File: src/sv/tlru_pkg.sv
// Shared field widths and control types for the two-way LRU cache directory.
package tlru_pkg;

    localparam int ADDRESS_W      = 32;
    localparam int BYTE_OFFSET_W  = 5;
    localparam int BLOCK_NUMBER_W = 27;
    localparam int SET_INDEX_W    = 6;
    localparam int LINE_TAG_W     = 21;
    localparam int COUNT_W        = 32;

    typedef enum logic {
        MODE_CLEAR,
        MODE_RUN
    } mode_t;

endpackage

File: src/sv/tlru_row_ram.sv
// Simple dual-port set row memory with registered read data.
module tlru_row_ram #(
    parameter int DEPTH  = 64,
    parameter int WIDTH  = 45,
    parameter int ADDR_W = 6
) (
    input  logic              aclk,
    input  logic              wr_en,
    input  logic [ADDR_W-1:0] wr_addr,
    input  logic [WIDTH-1:0]  wr_data,
    input  logic              rd_en,
    input  logic [ADDR_W-1:0] rd_addr,
    output logic [WIDTH-1:0]  rd_data
);

    logic [WIDTH-1:0] mem [DEPTH];
    logic [WIDTH-1:0] rd_data_reg;

    always_ff @(posedge aclk) begin
        if (wr_en) begin
            mem[wr_addr] <= wr_data;
        end
    end

    always_ff @(posedge aclk) begin
        if (rd_en) begin
            rd_data_reg <= mem[rd_addr];
        end
    end

    assign rd_data = rd_data_reg;

endmodule

File: src/sv/two_way_lru_cache_directory_unit.sv
// Top level of the two-way set-associative LRU cache directory.
// Stages: a stage register holds the accepted item; the output registers load on advance.
// Throughput: one item per cycle while m_ready is high; the set row memory is read at accept, written on advance.
// Reset: synchronous, active low; it clears control state and the counters, then a
// clearing pass writes every set row to zero, with s_ready low.
module two_way_lru_cache_directory_unit #(
    parameter int NUM_SETS    = 64,
    parameter int OFFSET_BITS = 5,
    parameter int ADDR_BITS   = 32
) (
    input  logic                                aclk,
    input  logic                                aresetn,
    input  logic                                s_valid,
    output logic                                s_ready,
    input  logic [tlru_pkg::ADDRESS_W-1:0]      s_address,
    output logic                                m_valid,
    input  logic                                m_ready,
    output logic [tlru_pkg::BYTE_OFFSET_W-1:0]  m_byte_offset,
    output logic [tlru_pkg::BLOCK_NUMBER_W-1:0] m_block_number,
    output logic [tlru_pkg::SET_INDEX_W-1:0]    m_set_index,
    output logic                                m_way_used,
    output logic [tlru_pkg::LINE_TAG_W-1:0]     m_line_tag,
    output logic                                m_is_miss,
    output logic                                m_did_replace,
    output logic [tlru_pkg::LINE_TAG_W-1:0]     m_evicted_tag,
    output logic [tlru_pkg::COUNT_W-1:0]        m_hits_so_far,
    output logic [tlru_pkg::COUNT_W-1:0]        m_misses_so_far
);

    localparam int IN_W     = tlru_pkg::ADDRESS_W;
    localparam int OFF_W    = tlru_pkg::BYTE_OFFSET_W;
    localparam int BLK_W    = tlru_pkg::BLOCK_NUMBER_W;
    localparam int SETO_W   = tlru_pkg::SET_INDEX_W;
    localparam int LTAG_W   = tlru_pkg::LINE_TAG_W;
    localparam int CNT_W    = tlru_pkg::COUNT_W;
    localparam int SET_BITS = $clog2(NUM_SETS);
    localparam int TAG_RAW  = ADDR_BITS - OFFSET_BITS - SET_BITS;
    localparam int TAG_BITS = (TAG_RAW > 0) ? TAG_RAW : 1;
    localparam int EXT_BITS = IN_W + OFFSET_BITS + SET_BITS + TAG_BITS + BLK_W;
    localparam int ROW_W    = 2 * TAG_BITS + 3;
    localparam int V0_POS   = 2 * TAG_BITS;
    localparam int V1_POS   = 2 * TAG_BITS + 1;
    localparam int LRU_POS  = 2 * TAG_BITS + 2;

    localparam logic [IN_W-1:0] IN_MASK = (ADDR_BITS >= IN_W) ? {IN_W{1'b1}} :
        IN_W'((64'd1 << ADDR_BITS) - 64'd1);
    localparam logic [OFF_W-1:0] OFF_MASK = (OFFSET_BITS >= OFF_W) ? {OFF_W{1'b1}} :
        OFF_W'((1 << OFFSET_BITS) - 1);
    localparam logic [SETO_W-1:0] SET_MASK = (SET_BITS >= SETO_W) ? {SETO_W{1'b1}} :
        SETO_W'((1 << SET_BITS) - 1);
    localparam logic [SET_BITS-1:0] LAST_SET = SET_BITS'(NUM_SETS - 1);

    tlru_pkg::mode_t mode_reg, mode_next;
    logic [SET_BITS-1:0] clr_cnt_reg;
    logic clearing;

    logic st_valid_reg;
    logic [IN_W-1:0] st_addr_reg;
    logic fwd_reg;
    logic [ROW_W-1:0] fwd_row_reg;

    logic m_valid_reg;
    logic [OFF_W-1:0] m_byte_offset_reg;
    logic [BLK_W-1:0] m_block_number_reg;
    logic [SETO_W-1:0] m_set_index_reg;
    logic m_way_used_reg;
    logic [LTAG_W-1:0] m_line_tag_reg;
    logic m_is_miss_reg;
    logic m_did_replace_reg;
    logic [LTAG_W-1:0] m_evicted_tag_reg;
    logic [CNT_W-1:0] hit_cnt_reg, hit_cnt_next;
    logic [CNT_W-1:0] miss_cnt_reg, miss_cnt_next;

    logic accept;
    logic advance;
    logic [EXT_BITS-1:0] ext_in;
    logic [EXT_BITS-1:0] ext_st;
    logic [SET_BITS-1:0] rd_set;
    logic [SET_BITS-1:0] st_set;
    logic [TAG_BITS-1:0] st_tag;
    logic [ROW_W-1:0] ram_q;
    logic [ROW_W-1:0] row;
    logic [ROW_W-1:0] row_next;
    logic [TAG_BITS-1:0] tag0, tag1;
    logic v0, v1, lru;
    logic hit0, hit1, miss, way, replace;
    logic [TAG_BITS-1:0] ev_tag;
    logic [TAG_BITS+LTAG_W-1:0] ev_wide;
    logic wr_en;
    logic [SET_BITS-1:0] wr_addr;
    logic [ROW_W-1:0] wr_data;

    always_comb begin
        mode_next = mode_reg;
        unique case (mode_reg)
            tlru_pkg::MODE_CLEAR: begin
                if (clr_cnt_reg == LAST_SET) begin
                    mode_next = tlru_pkg::MODE_RUN;
                end
            end
            tlru_pkg::MODE_RUN: mode_next = tlru_pkg::MODE_RUN;
            default: mode_next = tlru_pkg::MODE_CLEAR;
        endcase
    end

    always_comb begin
        unique case (mode_reg)
            tlru_pkg::MODE_CLEAR: clearing = 1'b1;
            tlru_pkg::MODE_RUN:   clearing = 1'b0;
            default:              clearing = 1'b1;
        endcase
    end

    always_ff @(posedge aclk) begin
        if (!aresetn) begin
            mode_reg    <= tlru_pkg::MODE_CLEAR;
            clr_cnt_reg <= '0;
        end else begin
            mode_reg <= mode_next;
            if (clearing) begin
                clr_cnt_reg <= clr_cnt_reg + SET_BITS'(1);
            end
        end
    end

    assign advance = st_valid_reg && (!m_valid_reg || m_ready);
    assign s_ready = !clearing && (!st_valid_reg || advance);
    assign accept  = s_valid && s_ready;

    assign ext_in = EXT_BITS'(s_address & IN_MASK);
    assign ext_st = EXT_BITS'(st_addr_reg & IN_MASK);
    assign rd_set = ext_in[OFFSET_BITS +: SET_BITS];
    assign st_set = ext_st[OFFSET_BITS +: SET_BITS];
    assign st_tag = ext_st[OFFSET_BITS + SET_BITS +: TAG_BITS];

    assign row  = fwd_reg ? fwd_row_reg : ram_q;
    assign tag0 = row[TAG_BITS-1:0];
    assign tag1 = row[2*TAG_BITS-1:TAG_BITS];
    assign v0   = row[V0_POS];
    assign v1   = row[V1_POS];
    assign lru  = row[LRU_POS];

    always_comb begin
        hit0    = v0 && (tag0 == st_tag);
        hit1    = !hit0 && v1 && (tag1 == st_tag);
        miss    = !hit0 && !hit1;
        replace = miss && v0 && v1;
        if (hit0) begin
            way = 1'b0;
        end else if (hit1) begin
            way = 1'b1;
        end else if (!v0) begin
            way = 1'b0;
        end else if (!v1) begin
            way = 1'b1;
        end else begin
            way = lru;
        end
        if (replace) begin
            ev_tag = lru ? tag1 : tag0;
        end else begin
            ev_tag = '0;
        end
        ev_wide  = {{LTAG_W{1'b0}}, ev_tag};
        row_next = row;
        row_next[LRU_POS] = !way;
        if (miss) begin
            if (way) begin
                row_next[V1_POS] = 1'b1;
                row_next[2*TAG_BITS-1:TAG_BITS] = st_tag;
            end else begin
                row_next[V0_POS] = 1'b1;
                row_next[TAG_BITS-1:0] = st_tag;
            end
        end
        hit_cnt_next  = hit_cnt_reg + CNT_W'(!miss);
        miss_cnt_next = miss_cnt_reg + CNT_W'(miss);
    end

    assign wr_en   = clearing || advance;
    assign wr_addr = clearing ? clr_cnt_reg : st_set;
    assign wr_data = clearing ? '0 : row_next;

    tlru_row_ram #(
        .DEPTH  (NUM_SETS),
        .WIDTH  (ROW_W),
        .ADDR_W (SET_BITS)
    ) u_row_ram (
        .aclk    (aclk),
        .wr_en   (wr_en),
        .wr_addr (wr_addr),
        .wr_data (wr_data),
        .rd_en   (accept),
        .rd_addr (rd_set),
        .rd_data (ram_q)
    );

    always_ff @(posedge aclk) begin
        if (!aresetn) begin
            st_valid_reg <= 1'b0;
        end else if (accept) begin
            st_valid_reg <= 1'b1;
        end else if (advance) begin
            st_valid_reg <= 1'b0;
        end
    end

    always_ff @(posedge aclk) begin
        if (accept) begin
            st_addr_reg <= s_address;
            fwd_reg     <= wr_en && (wr_addr == rd_set);
            fwd_row_reg <= wr_data;
        end
    end

    always_ff @(posedge aclk) begin
        if (!aresetn) begin
            m_valid_reg  <= 1'b0;
            hit_cnt_reg  <= '0;
            miss_cnt_reg <= '0;
        end else begin
            if (advance) begin
                m_valid_reg  <= 1'b1;
                hit_cnt_reg  <= hit_cnt_next;
                miss_cnt_reg <= miss_cnt_next;
            end else if (m_ready) begin
                m_valid_reg <= 1'b0;
            end
        end
    end

    always_ff @(posedge aclk) begin
        if (advance) begin
            m_byte_offset_reg  <= ext_st[OFF_W-1:0] & OFF_MASK;
            m_block_number_reg <= ext_st[OFFSET_BITS +: BLK_W];
            m_set_index_reg    <= ext_st[OFFSET_BITS +: SETO_W] & SET_MASK;
            m_way_used_reg     <= way;
            m_line_tag_reg     <= ext_st[OFFSET_BITS + SET_BITS +: LTAG_W];
            m_is_miss_reg      <= miss;
            m_did_replace_reg  <= replace;
            m_evicted_tag_reg  <= ev_wide[LTAG_W-1:0];
        end
    end

    assign m_valid         = m_valid_reg;
    assign m_byte_offset   = m_byte_offset_reg;
    assign m_block_number  = m_block_number_reg;
    assign m_set_index     = m_set_index_reg;
    assign m_way_used      = m_way_used_reg;
    assign m_line_tag      = m_line_tag_reg;
    assign m_is_miss       = m_is_miss_reg;
    assign m_did_replace   = m_did_replace_reg;
    assign m_evicted_tag   = m_evicted_tag_reg;
    assign m_hits_so_far   = hit_cnt_reg;
    assign m_misses_so_far = miss_cnt_reg;

endmodule

File: config.mk
export PLATFORM = sky130hd
export DESIGN_NAME = two_way_lru_cache_directory_unit
export DESIGN_NICKNAME = d
export VERILOG_FILES = /design/src/sv/tlru_pkg.sv /design/src/sv/tlru_row_ram.sv /design/src/sv/two_way_lru_cache_directory_unit.sv
export SDC_FILE = /design/constraint.sdc
export NUM_CORES = 2
export LEC_CHECK = 0
export BUFFER_PORTS_ARGS = -buffer_cell sky130_fd_sc_hd__buf_2
export CELL_PAD_IN_SITES_DETAIL_PLACEMENT = 0
export CELL_PAD_IN_SITES_GLOBAL_PLACEMENT = 2
export CORE_ASPECT_RATIO = 1.75
export CORE_MARGIN = 1.5
export CORE_UTILIZATION = 46
export CTS_CLUSTER_DIAMETER = 50
export CTS_CLUSTER_SIZE = 20
export DETAILED_ROUTE_END_ITERATION = 8
export HOLD_SLACK_MARGIN = 0.15
export PLACE_DENSITY = 0.84
export SKIP_CTS_REPAIR_TIMING = 1
export SLEW_MARGIN = 20
export SYNTH_ARGS = -nofsm -noshare
export SYNTH_HDL_FRONTEND = slang
export SYNTH_SLANG_ARGS = --single-unit
File: constraint.sdc
create_clock -name aclk -period 6 [get_ports aclk]
set_clock_uncertainty 0.15 [all_clocks]
set_input_delay 0.3 -clock aclk [delete_from_list [all_inputs] [get_ports aclk]]
set_output_delay 0.3 -clock aclk [all_outputs]
set_load 0.005 [all_outputs]
Word level (Yosys, flattened, before mapping). Memories as Yosys holds them, arrays and structs flattened. A register that Yosys moved wholly into a read port is not among the register bits. Index checks and enable logic that the tools add are counted.

Input port bits: 36. RAM bits: 2880. Memories: 1. Logic and storage cells: 70. Output and inout bits: 149. Register bits after elaboration: 234.

Memories: u_row_ram.mem (words 64, width 45, rd ports 1, clocked after memory_dff 1, write ports 1, RTL line tlru_row_ram.sv:16) `logic [WIDTH-1:0] mem [DEPTH];`.

Eq/ne operators: 4. Reductions and logical operators: 22. Bitwise operators: 1. Add/sub/neg operators: 3. Multiplexer cells: 22.

Operators with widths (number): $mux W45 (2); $add A32 B1 Y32 (2); $mux W21 (3); $mux W44 (1); $eq A21 B21 Y1 (2); $mux W1 (13); $logic_and A1 B1 Y1 (10); $logic_not A1 Y1 (7); $add A6 B1 Y6 const B (1); $eq A6 B6 Y1 (1); $eq A6 B6 Y1 const B (1); $mux W6 (1); $pmux W1 S2 (2); $reduce_bool A2 Y1 (2); $logic_or A1 B1 Y1 (3); $not A1 Y1 (1).

Depth between registers and ports, before layout.
Depth after elaboration: 11. Mapped depth: 21.

Hierarchy. A second synthesis with hierarchy kept.

Cell total of the unflattened synthesis: 5524. Area total of the unflattened synthesis: 120367.9 sq um.

Modules (own cells, without submodules): tlru_row_ram (times used 1, cells each 4670, seq. area each 87834.2 sq um, area an instance 110379.6 sq um); two_way_lru_cache_directory_unit (times used 1, cells each 854, seq. area each 5485.3 sq um, area an instance 9988.3 sq um).

Worst setup path before layout. OpenSTA, ideal clock, no wires.

Kind: flip-flop to flip-flop. From: register fwd_reg. To: register fwd_row_reg[28], data pin. Arrival time: 4974 ps. Setup time: 727 ps. Required time: 5123 ps. Slack: 149 ps. Cell stages (with the launch flop): 11. Path through: edfxtp_1 buf_6 buf_8 mux2_4 xor2_1 nor4_2 nand4_1 a2111oi_4 nor3_2 buf_6 o31ai_1.

Word-level cells in the longest chain between the ends: 11. Elaborated cells between the ends (all ways): 16. Classes of those cells: 2 x eq/ne; 8 x mux; 6 x reduce/logical.

Ends and longest elaborated chain: start, declared (RTL line two_way_lru_cache_directory_unit.sv:59) `logic fwd_reg;`; start signal, assigned (RTL line two_way_lru_cache_directory_unit.sv:211) `fwd_reg <= wr_en && (wr_addr == rd_set);`; $mux W45 * (RTL line two_way_lru_cache_directory_unit.sv:136) `assign row = fwd_reg ? fwd_row_reg : ram_q;`; $eq A21 B21 Y1 (RTL line two_way_lru_cache_directory_unit.sv:144) `hit0 = v0 && (tag0 == st_tag);`; $logic_and A1 B1 Y1 (RTL line two_way_lru_cache_directory_unit.sv:144); $logic_not A1 Y1 (RTL line two_way_lru_cache_directory_unit.sv:145, two_way_lru_cache_directory_unit.sv:146); $logic_and A1 B1 Y1 (2 in series) (RTL line two_way_lru_cache_directory_unit.sv:145) `hit1 = !hit0 && v1 && (tag1 == st_tag);`; $mux W1 (RTL line two_way_lru_cache_directory_unit.sv:150) `end else if (hit1) begin`; $mux W1 (RTL line two_way_lru_cache_directory_unit.sv:148) `if (hit0) begin`; $mux W21 (RTL line two_way_lru_cache_directory_unit.sv:168) `if (way) begin`; $mux W44 * (RTL line two_way_lru_cache_directory_unit.sv:167) `if (miss) begin`; $mux W45 * (RTL line two_way_lru_cache_directory_unit.sv:182) `assign wr_data = clearing ? '0 : row_next;`; net u_row_ram.wr_data[28] (RTL line tlru_row_ram.sv:10) `input logic [WIDTH-1:0] wr_data,`; end signal, assigned (RTL line two_way_lru_cache_directory_unit.sv:212) `fwd_row_reg <= wr_data;`; end, declared (RTL line two_way_lru_cache_directory_unit.sv:60) `logic [ROW_W-1:0] fwd_row_reg;`.

Mark *: on every way through the listed nets, which the timed path passes. The rest lies on a longest branch. A chain may end at the register's enable or synchronous reset.

Worst setup path in the final report.
From: register fwd_reg. To: memory u_row_ram.mem[53][36], data pin.

Word-level cells in the longest chain between the ends: 11. Elaborated cells between the ends (all ways): 16. Classes of those cells: 2 x eq/ne; 8 x mux; 6 x reduce/logical.

Ends and longest elaborated chain (RTL line): $mux W45 * (two_way_lru_cache_directory_unit.sv:136); $eq A21 B21 Y1 (two_way_lru_cache_directory_unit.sv:144); $logic_and A1 B1 Y1 (two_way_lru_cache_directory_unit.sv:144); $logic_not A1 Y1 (two_way_lru_cache_directory_unit.sv:145, two_way_lru_cache_directory_unit.sv:146); $logic_and A1 B1 Y1 (2 in series) (two_way_lru_cache_directory_unit.sv:145); $mux W1 (two_way_lru_cache_directory_unit.sv:150); $mux W1 (two_way_lru_cache_directory_unit.sv:148); $mux W21 (two_way_lru_cache_directory_unit.sv:168); $mux W44 * (two_way_lru_cache_directory_unit.sv:167); $mux W45 * (two_way_lru_cache_directory_unit.sv:182); net u_row_ram.wr_data[36] (tlru_row_ram.sv:10); end, declared (tlru_row_ram.sv:16).

Marked as above.

==> flow_summary.rst <==
.. list-table::
   :header-rows: 1

   * - Metric
     - Value
   * - CP max FO
     - 65
   * - Final TNS setup
     - 0 ps
   * - Clock tree from TritonCTS
     - built
   * - Pre-antenna DRT Iters
     - 5
   * - Vert. Die Dim
     - ~700 um
   * - Number of nets produced by synthesis
     - 5155
   * - Parity-gate share of the synthesized area counting xor and xnor cells
     - 0.7242%
   * - Area growth from synthesis to final layout
     - 11.68%
   * - Worst slew slack as a fraction of its limit
     - 24.55%
   * - Max stage delay on crit path
     - 910 ps
   * - Cts bufs inserted
     - 197
   * - Number of global-route vias before repair
     - 58.36k
   * - Clock root buffer
     - sky130_fd_sc_hd__clkbuf_16
   * - Quantity of I/O buffers inserted on ports
     - 184
   * - Kind of critical path
     - flip-flop to flip-flop
   * - Class of the most critical hold timing path
     - input pin to flip-flop
   * - Number of enable-type register cells in the synthesized netlist
     - 3059
   * - Drt via density
     - 6.464
   * - Die X-Extent
     - roughly 390 um
   * - Main combinational cell family by area after synthesis
     - multiplexers
   * - Number of slew-limit violations in the final report
     - 0
   * - Total number of H-tree levels
     - 4
   * - Cell type with the largest total area after synthesis
     - sky130_fd_sc_hd__edfxtp_1
   * - Worst endpoint required time
     - 6440 ps
   * - Power density relative to cell area
     - 288.7 nW/um^2
   * - Critical Path Most Common Cell
     - sky130_fd_sc_hd__buf_4
   * - Post-synthesis area per instance
     - 23.65 um^2
   * - Mux contribution to synthesized area
     - 18.07%
   * - Number of top-level pins
     - 185
   * - Global-route usage over all layers
     - 25.57%
   * - Iter 0 DRT Violations
     - 7928
   * - Portion of the clock cycle consumed by the worst path in the final layout
     - 88.24%
   * - Simple-Gate Fraction of Synth Area
     - 1.758%
   * - Max Clk Rate
     - approximately 0.19 GHz
   * - Top post-synthesis cells by area
     - sky130_fd_sc_hd__edfxtp_1 (76%), sky130_fd_sc_hd__mux4_2 (17%), sky130_fd_sc_hd__dfxtp_1 (1.2%)
   * - RSZ-0062 raised after global routing
     - false
   * - Core outline area
     - 261000 um^2
   * - Clock insertion delay at the later pin of the skew report
     - 930 ps
   * - Status
     - completed
   * - Total number of nets in the final design
     - roughly 5.6k
   * - Post-detailed-placement half-perimeter wirelength
     - 193600 um
   * - Post-synthesis compound-gate area fraction
     - under 10%
   * - Antenna violations before repair
     - 14
   * - MaxCap Viol Count
     - 0
   * - Leftover overflow at the end of global routing
     - 0
   * - Most frequently used flop master after synthesis
     - sky130_fd_sc_hd__edfxtp_1
   * - Min cycle time layout
     - between 5000 and 6000 ps
   * - Number of failing hold endpoints at the final stage
     - 0
   * - Largest voltage drop on the vdd net
     - 0.2293 mV
   * - Utilization after layout
     - 51.76%
   * - FILL cells
     - 19.66k
   * - Sequential element share of the synthesized area
     - 77.16%
   * - Yosys cell types
     - 54
   * - Leak pwr
     - 42.61 nW
   * - Antenna Nets Post-Route
     - 0
   * - Overall die area
     - 266100 um^2
   * - Proportion of synthesized flip-flops having asynchronous set or reset
     - 0%
   * - CP Launch Type
     - flip-flop
   * - Number of remaining DRC errors
     - 0
   * - Global-route wire length before repair
     - 467400 um
   * - Total via count after detailed routing
     - 58.74k
   * - Transition time of the tightest slew-check pin
     - 1132 ps
   * - Count of state elements after synthesis
     - 3132
   * - Setup violators final
     - 0
   * - Ratio of cells with drive above 1 in the final layout
     - a little under a third
   * - Maximum buffer depth of the clock tree
     - 4
   * - Chain of cells forming the critical path
     - buf_4, mux2_2, xor2_1, nor4_1, nand4_1, a2111oi_4, buf_4, nor3_4, buf_4, mux2i_4, buf_4
   * - Kind of end point of the critical path
     - flip-flop
   * - DRT Wirelength
     - about 340000 um
   * - Cell with the largest stage delay on the worst path
     - sky130_fd_sc_hd__edfxtp_1
   * - Clock Sinks
     - 3132
   * - Reg clk slew, reported paths
     - 90 ps
   * - Maximum number of pins on one net before global-route repair
     - 97
   * - Wirelength per Cell
     - 37.56 um
   * - Initial Utilization
     - 46.34%
   * - Arrival time at the worst endpoint
     - 5730 ps
   * - Area share of the largest cell type after synthesis
     - 75.96%
   * - Floorplan row count
     - 248
   * - GP Congestion
     - 0.8647
   * - Cells after synthesis
     - 5113
   * - Post-layout total power
     - 38.99 mW
   * - Flip-flop count of the largest register, all copies and words added
     - 2880
   * - Post-synthesis instance area
     - 120900 um^2
   * - Adder-cell share of the synthesized area
     - 0.06208%
   * - Count of yosys warnings during synthesis
     - 0
[through the flow]
step | hold WS [ps] | area (um^2) | cells | setup slack [ps]
after floorplan | 248.9 | 120900 | 5113 | 148.8
after global placement | 252.8 | 128700 | 8755 | 901.1
after detailed placement | 255.6 | 128700 | 8755 | 834.5
after CTS | -661.7 | 134400 | 9021 | 767.7
after global routing | 215.6 | 135100 | 9084 | 557.2
final | 170.8 | 135100 | 9087 | 705.3
[cell usage after synthesis, types with 2 or more instances]
cell type and instances:
sky130_fd_sc_hd__clkinv_1 2, sky130_fd_sc_hd__edfxtp_1 3059, sky130_fd_sc_hd__xnor2_1 74, sky130_fd_sc_hd__nor2b_1 40, sky130_fd_sc_hd__a2111oi_0 15, sky130_fd_sc_hd__nand2_1 73
sky130_fd_sc_hd__mux4_2 923, sky130_fd_sc_hd__o21ai_0 15, sky130_fd_sc_hd__o211ai_1 3, sky130_fd_sc_hd__buf_1 28, sky130_fd_sc_hd__a211oi_1 34, sky130_fd_sc_hd__nor3_2 2
sky130_fd_sc_hd__nand3_1 33, sky130_fd_sc_hd__and2_1 54, sky130_fd_sc_hd__or4_1 31, sky130_fd_sc_hd__mux2i_4 5, sky130_fd_sc_hd__buf_4 32, sky130_fd_sc_hd__a21boi_0 16
sky130_fd_sc_hd__nand4_1 19, sky130_fd_sc_hd__nor2_1 86, sky130_fd_sc_hd__buf_8 2, sky130_fd_sc_hd__mux2_4 3, sky130_fd_sc_hd__or3_1 13, sky130_fd_sc_hd__a21oi_1 26
sky130_fd_sc_hd__inv_1 11, sky130_fd_sc_hd__nor4_2 5, sky130_fd_sc_hd__and3_1 9, sky130_fd_sc_hd__o31ai_2 30, sky130_fd_sc_hd__buf_6 5, sky130_fd_sc_hd__nand2b_1 8
sky130_fd_sc_hd__mux2i_2 3, sky130_fd_sc_hd__nor4_1 6, sky130_fd_sc_hd__ha_1 6, sky130_fd_sc_hd__buf_2 66, sky130_fd_sc_hd__a2111oi_1 6, sky130_fd_sc_hd__mux2i_1 76
sky130_fd_sc_hd__xor2_1 26, sky130_fd_sc_hd__nor3_1 4, sky130_fd_sc_hd__o21a_1 2, sky130_fd_sc_hd__clkbuf_1 163, sky130_fd_sc_hd__dfxtp_1 73, sky130_fd_sc_hd__and4_1 6
sky130_fd_sc_hd__mux2_2 8, sky130_fd_sc_hd__a21o_1 2
[path summary, 6_finish.rpt]
kind / from / end / slack (ps) / cells past startpoint
worst max-delay path: fwd_reg / u_row_ram.mem[53][36] / 710 / 11
worst min-delay path: s_address[6] / st_addr_reg[6] / 170 / 2
worst max register to register: fwd_reg / u_row_ram.mem[53][36] / 710 / 11
worst min register to register: st_addr_reg[4] / m_byte_offset[4] / 270 / 0
[layer usage]
metal,up-vias,GRT usage (%),part of all wire [%]
met2,3766,43.94,51
li1,22490,-,-
met3,831,3.747,9.1
met4,10,13.32,6.1
met1,31640,31.40,33
met5,-,0,0.020
[kinds of logic after synthesis]
logic type                 count (synthesis)
adders and majority gates                  6
DFF                                     3132
AOI/OAI and AO/OA                        152
buffers and inverters                    311
muxes                                   1019
xor gates and xnor gates                 100
and+or+nand+nor                          393
[final cells by class]
| type | instances | area [um^2] | share of cell area [%] |
|---|---|---|---|
| inverters | 13 | 52.55 | 0.03891 |
| well taps | 3500 | 4379 | 3.242 |
| diodes | 4 | 10.01 | 0.007411 |
| multi-input cells | 1670 | 27120 | 20.08 |
| repair buffers | 502 | 4503 | 3.334 |
| flip-flops and latches | 3132 | 93320 | 69.09 |
| clock inverters | 40 | 529.3 | 0.3918 |
| clock buffers | 226 | 5155 | 3.817 |
[where the power goes]
part | total [mW] | switching, mW | internal (mW)
logic | 1.71 | 0.892 | 0.814
registers | 23.8 | 0.0291 | 23.7
clock network | 13.5 | 7.11 | 6.40
total | 39.0 | 8.03 | 31.0
[cells in the final DEF, fill, tap and decap left out, types with 24 or more instances in the layout]
| cell | instances |
|---|---|
| sky130_fd_sc_hd__buf_12 | 75 |
| sky130_fd_sc_hd__edfxtp_1 | 3059 |
| sky130_fd_sc_hd__nor2b_1 | 40 |
| sky130_fd_sc_hd__dlygate4sd3_1 | 59 |
| sky130_fd_sc_hd__a21oi_1 | 24 |
| sky130_fd_sc_hd__xnor2_1 | 74 |
| sky130_fd_sc_hd__xor2_1 | 26 |
| sky130_fd_sc_hd__nand2_1 | 73 |
| sky130_fd_sc_hd__nor2_4 | 65 |
| sky130_fd_sc_hd__dfxtp_1 | 72 |
| sky130_fd_sc_hd__and2_1 | 53 |
| sky130_fd_sc_hd__o31ai_4 | 31 |
| sky130_fd_sc_hd__mux4_2 | 923 |
| sky130_fd_sc_hd__buf_2 | 177 |
| sky130_fd_sc_hd__or4_1 | 31 |
| sky130_fd_sc_hd__a211oi_1 | 34 |
| sky130_fd_sc_hd__nand3_1 | 33 |
| sky130_fd_sc_hd__mux2i_1 | 64 |
| sky130_fd_sc_hd__clkbuf_16 | 203 |
| sky130_fd_sc_hd__buf_4 | 183 |
[critical path: cells and delay by family (launching register included)]
| kind | cells | cell delay, ps |
|---|---|---|
| buffers and inverters | 4 | 1700 |
| XOR/XNOR | 1 | 220 |
| flip-flops | 1 | 910 |
| AND/OR/NAND/NOR | 3 | 1110 |
| AO/OA/AOI/OAI | 1 | 80 |
| multiplexers | 2 | 700 |
No activity file was read; power rests on OpenSTA's default activity.
